<file path="config.mk">
export PLATFORM = sky130hd
export DESIGN_NAME = launch_countdown_interlock
export DESIGN_NICKNAME = d
export VERILOG_FILES = /design/src/rtl/core/lci_pkg.sv /design/src/rtl/core/lci_debounce.sv /design/src/rtl/core/lci_step.sv /design/src/rtl/core/launch_countdown_interlock.sv
export SDC_FILE = /design/constraint.sdc
export NUM_CORES = 1
export LEC_CHECK = 0
export ABC_AREA = 1
export BUFFER_PORTS_ARGS = -buffer_cell sky130_fd_sc_hd__buf_4
export CORE_MARGIN = 10
export CORE_UTILIZATION = 61
export DETAILED_ROUTE_END_ITERATION = 12
export HOLD_SLACK_MARGIN = 0.05
export PLACE_DENSITY_LB_ADDON = 0.1
export RECOVER_POWER = 100
export SLEW_MARGIN = 20
export SYNTH_ARGS = -nofsm -noshare
export SYNTH_HDL_FRONTEND = slang
export SYNTH_SLANG_ARGS = --single-unit
</file>
<file path="constraint.sdc">
create_clock -name i_clk -period 8.4 [get_ports i_clk]
set_input_delay 1.68 -clock i_clk [delete_from_list [all_inputs] [get_ports i_clk]]
set_output_delay 1.68 -clock i_clk [all_outputs]
set_load 0.01 [all_outputs]
</file>
<file path="src/rtl/core/lci_pkg.sv">
// ----------------------------------------------------------------------------
// lci_pkg
// Shared types and constants for the launch countdown interlock.
// ----------------------------------------------------------------------------
package lci_pkg;

    localparam int unsigned AGE_W   = 10;
    localparam int unsigned PRES_W  = 10;
    localparam int unsigned ACC_W   = 16;
    localparam int unsigned COUNT_W = 8;

    localparam logic [AGE_W-1:0] AGE_MAX = '1;

    // configuration register indexes
    localparam logic [1:0] CFG_PRESS_TRIP      = 2'd0;
    localparam logic [1:0] CFG_DEBOUNCE_TICKS  = 2'd1;
    localparam logic [1:0] CFG_TICKS_PER_COUNT = 2'd2;
    localparam logic [1:0] CFG_COUNTDOWN_START = 2'd3;

    // configuration reset values
    localparam logic [PRES_W-1:0]  RST_PRESS_TRIP      = 10'd800;
    localparam logic [AGE_W-1:0]   RST_DEBOUNCE_TICKS  = 10'd50;
    localparam logic [ACC_W-1:0]   RST_TICKS_PER_COUNT = 16'd1000;
    localparam logic [COUNT_W-1:0] RST_COUNTDOWN_START = 8'd10;

    typedef enum logic [1:0] {
        PH_SAFE  = 2'd0,
        PH_COUNT = 2'd1,
        PH_READY = 2'd2,
        PH_ABORT = 2'd3
    } t_phase;

    typedef enum logic [1:0] {
        CMD_NONE  = 2'd0,
        CMD_START = 2'd1,
        CMD_ABORT = 2'd2,
        CMD_RESET = 2'd3
    } t_cmd;

    typedef enum logic [2:0] {
        ST_NONE         = 3'd0,
        ST_ACCEPTED     = 3'd1,
        ST_DENY_LATCHED = 3'd2,
        ST_DENY_STATE   = 3'd3,
        ST_DENY_BUTTON  = 3'd4,
        ST_DENY_PRESS   = 3'd5
    } t_status;

    typedef enum logic [1:0] {
        CAUSE_NONE     = 2'd0,
        CAUSE_BUTTON   = 2'd1,
        CAUSE_PRESSURE = 2'd2
    } t_cause;

    typedef struct packed {
        logic [PRES_W-1:0]  press_trip;
        logic [AGE_W-1:0]   debounce_ticks;
        logic [ACC_W-1:0]   ticks_per_count;
        logic [COUNT_W-1:0] countdown_start;
    } t_cfg;

    typedef struct packed {
        logic             raw;
        logic             stable;
        logic [AGE_W-1:0] age;
    } t_deb;

    typedef struct packed {
        t_cmd              cmd;
        logic              start_level;
        logic              emergency_level;
        logic [PRES_W-1:0] pressure;
    } t_item;

    typedef struct packed {
        t_phase             phase;
        logic [COUNT_W-1:0] count_now;
        logic               led_one;
        logic               led_two;
        logic               abort_latched;
        t_status            cmd_status;
        t_cause             abort_cause;
    } t_result;

endpackage

</file>
<file path="src/rtl/core/lci_debounce.sv">
// ----------------------------------------------------------------------------
// lci_debounce
// Next-state logic of one button debouncer, flags a stable press.
// ----------------------------------------------------------------------------
module lci_debounce
    import lci_pkg::*;
(
    input  logic             i_level,
    input  t_deb             i_state,
    input  logic [AGE_W-1:0] i_debounce_ticks,
    output t_deb             o_state,
    output logic             o_press
);

    always_comb begin
        o_state = i_state;
        o_press = 1'b0;
        if (i_level != i_state.raw) begin
            o_state.raw = i_level;
            o_state.age = '0;
        end else if (i_state.age != AGE_MAX) begin
            o_state.age = i_state.age + 1'b1;
        end
        // accept the raw level once it has held long enough
        if ((o_state.age >= i_debounce_ticks) && (o_state.stable != o_state.raw)) begin
            o_state.stable = o_state.raw;
            o_press        = ~o_state.raw;
        end
    end

endmodule

</file>
<file path="src/rtl/core/lci_step.sv">
// ----------------------------------------------------------------------------
// lci_step
// Interlock state registers and the per-tick update of one word.
// ----------------------------------------------------------------------------
module lci_step
    import lci_pkg::*;
(
    input  logic    i_clk,
    input  logic    i_rst_n,
    input  logic    i_adv,
    input  t_cfg    i_cfg,
    input  t_item   i_item,
    output t_result o_result
);

    t_phase             r_phase, n_phase;
    logic [COUNT_W-1:0] r_count, n_count;
    logic [ACC_W-1:0]   r_accum, n_accum;
    logic               r_latch, n_latch;
    logic [1:0]         r_led,   n_led;
    t_deb               r_start, n_start;
    t_deb               r_emerg, n_emerg;

    t_deb               emerg_upd, start_upd;
    logic               emerg_press, start_press;
    t_phase             phase_before;
    logic               entered;
    logic [ACC_W-1:0]   period;
    logic [ACC_W-1:0]   accum_inc;
    logic [COUNT_W-1:0] count_dec;
    logic               pres_high;
    t_status            status;
    t_cause             cause;

    lci_debounce u_emerg_deb (
        .i_level          (i_item.emergency_level),
        .i_state          (r_emerg),
        .i_debounce_ticks (i_cfg.debounce_ticks),
        .o_state          (emerg_upd),
        .o_press          (emerg_press)
    );

    lci_debounce u_start_deb (
        .i_level          (i_item.start_level),
        .i_state          (r_start),
        .i_debounce_ticks (i_cfg.debounce_ticks),
        .o_state          (start_upd),
        .o_press          (start_press)
    );

    assign period    = (i_cfg.ticks_per_count == '0) ? ACC_W'(1) : i_cfg.ticks_per_count;
    assign pres_high = (i_item.pressure >= i_cfg.press_trip);

    always_comb begin
        n_phase   = r_phase;
        n_count   = r_count;
        n_accum   = r_accum;
        n_latch   = r_latch;
        n_led     = r_led;
        n_start   = r_start;
        n_emerg   = emerg_upd;
        status    = ST_NONE;
        cause     = CAUSE_NONE;
        entered   = 1'b0;
        accum_inc = r_accum + 1'b1;
        count_dec = r_count;

        // emergency press latches an abort
        if (emerg_press && !r_latch) begin
            n_latch = 1'b1;
            cause   = CAUSE_BUTTON;
            n_phase = PH_ABORT;
            n_led   = 2'b00;
        end
        phase_before = n_phase;

        // start button is only watched outside abort
        if (phase_before != PH_ABORT) begin
            n_start = start_upd;
            if (start_press && !n_latch && (n_phase == PH_SAFE)) begin
                n_phase = PH_COUNT;
                n_count = i_cfg.countdown_start;
                n_accum = '0;
                n_led   = 2'b01;
            end
        end

        unique case (i_item.cmd)
            CMD_NONE: begin
                status = ST_NONE;
            end
            CMD_START: begin
                if (n_latch) begin
                    status = ST_DENY_LATCHED;
                end else if (n_phase != PH_SAFE) begin
                    status = ST_DENY_STATE;
                end else begin
                    n_phase = PH_COUNT;
                    n_count = i_cfg.countdown_start;
                    n_accum = '0;
                    n_led   = 2'b01;
                    status  = ST_ACCEPTED;
                end
            end
            CMD_ABORT: begin
                if (n_latch) begin
                    status = ST_DENY_LATCHED;
                end else begin
                    n_latch = 1'b1;
                    cause   = CAUSE_BUTTON;
                    n_phase = PH_ABORT;
                    n_led   = 2'b00;
                    status  = ST_ACCEPTED;
                end
            end
            CMD_RESET: begin
                if (!i_item.emergency_level) begin
                    status = ST_DENY_BUTTON;
                end else if (pres_high) begin
                    status = ST_DENY_PRESS;
                end else begin
                    n_latch = 1'b0;
                    n_start = '{raw: i_item.start_level, stable: i_item.start_level,
                                age: '0};
                    n_emerg = '{raw: i_item.emergency_level,
                                stable: i_item.emergency_level, age: '0};
                    n_phase = PH_SAFE;
                    n_count = i_cfg.countdown_start;
                    n_accum = '0;
                    n_led   = 2'b00;
                    status  = ST_ACCEPTED;
                end
            end
            default: begin
                status = ST_NONE;
            end
        endcase

        if (phase_before != PH_ABORT) begin
            entered = (phase_before != PH_COUNT) && (n_phase == PH_COUNT);
            // overpressure during countdown
            if ((n_phase == PH_COUNT) && pres_high && !n_latch) begin
                n_latch = 1'b1;
                cause   = CAUSE_PRESSURE;
                n_phase = PH_ABORT;
                n_led   = 2'b00;
            end
            // advance the countdown
            if ((n_phase == PH_COUNT) && !entered) begin
                accum_inc = n_accum + 1'b1;
                if (accum_inc >= period) begin
                    n_accum   = accum_inc - period;
                    count_dec = (n_count != '0) ? n_count - 1'b1 : n_count;
                    n_count   = count_dec;
                    if (count_dec != '0) begin
                        n_led = count_dec[0] ? 2'b10 : 2'b01;
                    end else begin
                        n_phase = PH_READY;
                        n_led   = 2'b00;
                    end
                end else begin
                    n_accum = accum_inc;
                end
            end
        end
    end

    always_ff @(posedge i_clk) begin
        if (!i_rst_n) begin
            r_phase <= PH_SAFE;
            r_count <= RST_COUNTDOWN_START;
            r_accum <= '0;
            r_latch <= 1'b0;
            r_led   <= 2'b00;
            r_start <= '{raw: 1'b1, stable: 1'b1, age: '0};
            r_emerg <= '{raw: 1'b1, stable: 1'b1, age: '0};
        end else if (i_adv) begin
            r_phase <= n_phase;
            r_count <= n_count;
            r_accum <= n_accum;
            r_latch <= n_latch;
            r_led   <= n_led;
            r_start <= n_start;
            r_emerg <= n_emerg;
        end
    end

    assign o_result = '{phase: n_phase, count_now: n_count, led_one: n_led[0],
                        led_two: n_led[1], abort_latched: n_latch,
                        cmd_status: status, abort_cause: cause};

endmodule

</file>
<file path="src/rtl/core/launch_countdown_interlock.sv">
// ----------------------------------------------------------------------------
// launch_countdown_interlock
// Countdown and abort interlock with debounced buttons and pressure guard.
// ----------------------------------------------------------------------------
// Path: a word accepted into the input register is updated into the result
//   register on advance and can be taken from there, when not stalled.
// Throughput: one word per cycle when not stalled; the state update sets the pace.
// Reset: synchronous, active low; phase SAFE, count 10, latch clear, both
//   buttons released, configuration back to its default values.
module launch_countdown_interlock
    import lci_pkg::*;
(
    input  logic        i_clk,
    input  logic        i_rst_n,
    // input stream
    input  logic        s_axis_tvalid,
    output logic        s_axis_tready,
    // [1:0] cmd, [2] start_level, [3] emergency_level, [13:4] pressure,
    // [15:14] zero
    input  logic [15:0] s_axis_tdata,
    // result stream
    output logic        m_axis_tvalid,
    input  logic        m_axis_tready,
    // [1:0] phase, [9:2] count_now, [10] led_one, [11] led_two,
    // [12] abort_latched, [15:13] cmd_status, [17:16] abort_cause, [23:18] zero
    output logic [23:0] m_axis_tdata,
    // configuration write port
    input  logic        i_cfg_wr_en,
    input  logic [1:0]  i_cfg_index,
    input  logic [15:0] i_cfg_data
);

    // configuration registers
    t_cfg    r_cfg;

    // input register
    logic    r_in_vld;
    t_item   r_in;

    // result register
    logic    r_out_vld;
    t_result r_out;

    t_result step_result;
    logic    adv;

    // Advance the input word into the state update when the result register
    // is free or being drained this cycle.
    assign adv           = r_in_vld && (!r_out_vld || m_axis_tready);
    assign s_axis_tready = !r_in_vld || adv;

    always_ff @(posedge i_clk) begin
        if (!i_rst_n) begin
            r_cfg.press_trip      <= RST_PRESS_TRIP;
            r_cfg.debounce_ticks  <= RST_DEBOUNCE_TICKS;
            r_cfg.ticks_per_count <= RST_TICKS_PER_COUNT;
            r_cfg.countdown_start <= RST_COUNTDOWN_START;
        end else if (i_cfg_wr_en) begin
            unique case (i_cfg_index)
                CFG_PRESS_TRIP:      r_cfg.press_trip      <= i_cfg_data[PRES_W-1:0];
                CFG_DEBOUNCE_TICKS:  r_cfg.debounce_ticks  <= i_cfg_data[AGE_W-1:0];
                CFG_TICKS_PER_COUNT: r_cfg.ticks_per_count <= i_cfg_data[ACC_W-1:0];
                CFG_COUNTDOWN_START: r_cfg.countdown_start <= i_cfg_data[COUNT_W-1:0];
                default: begin
                end
            endcase
        end
    end

    // Hold the input word until the update stage takes it.
    always_ff @(posedge i_clk) begin
        if (!i_rst_n) begin
            r_in_vld <= 1'b0;
        end else if (s_axis_tready) begin
            r_in_vld <= s_axis_tvalid;
        end
    end

    always_ff @(posedge i_clk) begin
        if (s_axis_tready && s_axis_tvalid) begin
            r_in.cmd             <= t_cmd'(s_axis_tdata[1:0]);
            r_in.start_level     <= s_axis_tdata[2];
            r_in.emergency_level <= s_axis_tdata[3];
            r_in.pressure        <= s_axis_tdata[13:4];
        end
    end

    // State registers and the tick update; state commits only on advance.
    lci_step u_step (
        .i_clk    (i_clk),
        .i_rst_n  (i_rst_n),
        .i_adv    (adv),
        .i_cfg    (r_cfg),
        .i_item   (r_in),
        .o_result (step_result)
    );

    // Result register: load on advance, drop valid once taken.
    always_ff @(posedge i_clk) begin
        if (!i_rst_n) begin
            r_out_vld <= 1'b0;
        end else if (adv) begin
            r_out_vld <= 1'b1;
        end else if (m_axis_tready) begin
            r_out_vld <= 1'b0;
        end
    end

    always_ff @(posedge i_clk) begin
        if (adv) begin
            r_out <= step_result;
        end
    end

    assign m_axis_tvalid = r_out_vld;
    assign m_axis_tdata  = {6'd0, r_out.abort_cause, r_out.cmd_status,
                            r_out.abort_latched, r_out.led_two, r_out.led_one,
                            r_out.count_now, r_out.phase};

    // An aborted phase always carries the latch.
    a_abort_latched : assert property (@(posedge i_clk) disable iff (!i_rst_n)
        (r_out_vld && (r_out.phase == PH_ABORT)) |-> r_out.abort_latched)
        else $error("aborted phase without latch");

    // Exactly one lamp is lit while counting down.
    a_led_count : assert property (@(posedge i_clk) disable iff (!i_rst_n)
        (r_out_vld && (r_out.phase == PH_COUNT)) |-> $onehot({r_out.led_two, r_out.led_one}))
        else $error("countdown lamp pattern broken");

    // Lamps are dark outside countdown.
    a_led_idle : assert property (@(posedge i_clk) disable iff (!i_rst_n)
        (r_out_vld && (r_out.phase != PH_COUNT)) |-> !(r_out.led_one || r_out.led_two))
        else $error("lamp lit outside countdown");

    // READY is reached only with the count run out.
    a_ready_zero : assert property (@(posedge i_clk) disable iff (!i_rst_n)
        (r_out_vld && (r_out.phase == PH_READY)) |-> (r_out.count_now == '0))
        else $error("ready with nonzero count");

endmodule
</file>
==> results.md <==
- Slowest stage delay, CP: 0.44 ns
- Layout Cell Area excl Fill: 9530 µm²
- Setup TNS: 0 ns
- Max Slew Vio Count: 131
- Pint: 0.00119 W
- Root Driver: clkbuf_16
- CP most frequent cell: nand2_1
- Top_reg_cell synth: dfxtp_1
- Cts bufs inserted: 17
- Synth top area share: 23.1%
- Worst-path clk slew: 0.06 ns
- I/O pin count: 65
- H-tree levels: 4
- Syn Area/Cell: 7.15 µm²
- Uppermost layer routed: met4
- Required time worst endpoint: 8.60 ns
- Lkg Pwr: 4.43 nW
- Critical-path top delay cell: nor3_1
- Drt pass-1 iters: 7
- Switch Pwr: 0.000546 W
- Asr flop ratio synth: 0%
- Flop2flop setup slack: 0.87 ns
- Vias in the first global route: 7476
- Buffers & Inverters on Critical Path: 7
- Drt total wl: 21.2 mm
- 1st-iter DRT viols: 628
- Placed cell areas: 9070 µm²
- Vias per cell: 5.64
- Clk sink count: 131
- R2R depth: 43
- CP max FO: 25
- CP delay by family, top: simple AND/OR/NAND/NOR gates
- WL per Instance: 14.8 µm
- Antenna viol nets, final: 0
- Drc violations: 0
- Initial Utilization: 62.1%
- Non-filler cells, final: 1433
- CTS tree: yes
- Max Root-Sink Buffers: 2
- Post-synthesis compound-gate area fraction: 18.9%
- Area grow syn2layout: 10.9%
- Tmin final: 7.53 ns
- Worst setup startpoint: u_step.r_emerg[0]
- Chip height: 139 µm
- Status: complete, but fails checks
- P per Cell Area: 182 nW/µm²
- Max cap viols: 2
- Switching part of the total: 31.4%
- Skew final: 0.00930 ns
- Worst-margin pin slew: 2.99 ns
- Top cells by area, synth: dfxtp_1 (23%), edfxtp_1 (11%), nand2_1 (10%)
- Clock share of power: 42.0%
- Reg area: 2940 µm²
- Post-synth cell types: 54
- Routability cong.: 0.896
- Synth area leader: dfxtp_1
- Mapped cell area: 8590 µm²
- Violated checks: capacitance limit, slew limit
- Met2 Routed Length: 9.66 mm
- Final-stage net count: 1333
- Final worst-path cycle share: 89.6%
- Fmax achieved: 0.133 GHz
- RR Startpoint: u_step.r_emerg[0]
- # hold bufs at CTS: 0
- Finished Core Util: 68.9%
- Chip Width: 139 µm
- Total track usage: 21.8%
- Setup WS pre-CTS: 1.16 ns
- Sequential Power Share: 40.1%
- Simple-Gate Fraction of Synth Area: 25.2%
- Multiplexer area fraction after synthesis: 0.117%
- Post-Synth Adder-Cell Area: 7.96%
- Clock latency on the worst-skew pair: 0.43 ns
- Yosys reg bits: 131
- Comb power frac: 17.8%
- Area of the multi-input gates: 4700 µm²
- Vias after detailed routing: 8084
- HP Class: flip-flop to flip-flop
- Grt total ovfl: 0
- Synthesized instance count: 1200
- Element type at the critical path end: flip-flop
- Core Area: 13800 µm²
- First-pass GRT wire length: 35.5 mm
- Register area share after synthesis: 34.3%
- DIE AREA: 19200 µm²
- Final Hold Fails: 0
- Antenna cell count: 0
- Cell depth of the worst hold path: 2
- Yosys warnings: 0
- Met1 WL: 9.53 mm
- CTS resizes: 0
- RSZ-0062 raised after global routing: no
- Layout cells sized above 1: 9.50%
- Worst Setup Start Kind: flip-flop
- HPWL after detailed placement: 15.4 mm
- Post-CTS setup-driven buffer insertion count: 0
- Crit Reg-Reg Endpoint: u_step.r_count[3]
- Main combinational cell family by area after synthesis: simple AND/OR/NAND/NOR gates
- Post-route worst setup slack: 0.871 ns
- VDD IR max: 177 µV
- Initial antenna violation count: 0
- Post-synth EDFFs: 32
- Critical path arrival: 7.73 ns
- CP Class: flip-flop to flip-flop
- Filler cell count: 1214
- Final setup viols: 0
- Rows: 43
- Critical Path Stages: 43
- Pin count of the biggest net entering global routing: 66
- Port Buffer Count: 56
- XOR/XNOR Fraction of Synth Area: 2.55%
- # placed instances: 1401
- Worst rel slew slack: -99.3%
- Routed met3 length: 1.52 mm
- CP endpoint: u_step.r_count[3]
area by class of cell:
| class | count | share of cell area [%] |
|---|---|---|
| sequential | 131 | 30.9 |
| clock inverter | 14 | 1.35 |
| timing repair buffer | 60 | 3.70 |
| clock buffer | 18 | 4.73 |
| tap | 180 | 2.36 |
| inverter | 192 | 7.57 |
| multi-input combinational | 838 | 49.4 |
worst min path at each step:
stage                end      start
2_1_floorplan   r_cfg[3]   r_cfg[3]
3_3_place_gp   r_cfg[40]  r_cfg[40]
3_5_place_dp   r_cfg[36]  r_cfg[36]
4_1_cts        r_cfg[36]  r_cfg[36]
5_1_grt        r_cfg[36]  r_cfg[36]
6_report       r_cfg[36]  r_cfg[36]
power groups by stage:
stage	logic, W	registers [W]	clock network [W]
after floorplan	0.000232	0.000709	0
after global placement	0.000304	0.000710	0
after detailed placement	0.000309	0.000711	0
after CTS	0.000313	0.000698	0.000739
after global routing	0.000350	0.000701	0.000773
final	0.000310	0.000698	0.000731
state kept, by name (all words and copies together), names as in the netlist:
register	cells
m_axis_tdata	18
m_axis_tvalid	1
r_cfg	44
r_in	14
r_in_vld	1
u_step.r_accum	16
u_step.r_count	8
u_step.r_emerg	12
u_step.r_latch	1
u_step.r_led	2
u_step.r_phase	2
u_step.r_start	12
cell usage after synthesis (2+ instances only):
master     instances
nand2_1          232
inv_1            178
a21oi_1          130
dfxtp_1           99
nor2_1            87
o21ai_0           83
nand3_1           67
ha_1              53
edfxtp_1          32
clkbuf_1          31
o211ai_1          23
xor2_1            21
nand4_1           17
o21ai_1           17
nor3_1            14
inv_2             13
buf_4              8
nand3_2            8
nor2_2             7
a21o_1             5
a31oi_1            5
nand2_2            5
o21a_1             5
a211oi_1           4
nand2_4            4
nor2_4             4
o2111ai_1          4
xnor2_1            4
buf_2              3
nor3_2             3
o21ai_2            3
o31ai_1            3
buf_6              2
nand3_4            2
nand4_4            2
nor4_1             2
o211ai_4           2
or2_2              2
layout by cell type, fill, tap and decap left out, types with 6 or more instances in the layout:
cell type | netlist | final
nand4_1 | 17 | 17
ha_1 | 53 | 53
o21ai_1 | 17 | 16
dfxtp_1 | 99 | 99
nor2_1 | 87 | 88
nand2_1 | 232 | 232
inv_6 | 0 | 7
clkbuf_16 | 0 | 18
conb_1 | 1 | 6
a21oi_1 | 130 | 130
nor2_2 | 7 | 7
inv_1 | 178 | 180
inv_2 | 13 | 11
nor3_1 | 14 | 14
xor2_1 | 21 | 21
o211ai_1 | 23 | 23
o21ai_0 | 83 | 84
clkbuf_4 | 0 | 15
nand3_1 | 67 | 70
clkbuf_1 | 31 | 26
buf_4 | 8 | 19
edfxtp_1 | 32 | 32
cells by family after synthesis:
family                   Yosys count
AO/OA/AOI/OAI                    289
XOR/XNOR                          25
adder cells (fa/ha/maj)           54
buffers and inverters            236
flip-flops                       131
multiplexers                       1
other                              1
AND/OR/NAND/NOR                  463
layer usage:
layer  GRT usage [%]  vias up
li1                -     4069
met1            27.6     3696
met2            35.4      275
met3            4.83       44
met4            8.13        0
met5               0        -
metrics by stage:
stage / total power (W) / hold WS (ns)
2_1_floorplan: 0.000942 / 0.429
4_1_cts: 0.00175 / 0.464
3_5_place_dp: 0.00102 / 0.454
6_report: 0.00174 / 0.463
5_1_grt: 0.00182 / 0.475
3_3_place_gp: 0.00101 / 0.449
worst min-delay path, delay by kind of cell (launching register included):
| family | cells | cell delay [ns] |
|---|---|---|
| AOI/OAI and AO/OA | 1 | 0.06 |
| buffers and inverters | 1 | 0.06 |
| DFF | 1 | 0.30 |
(Power assumes the default switching activity.)
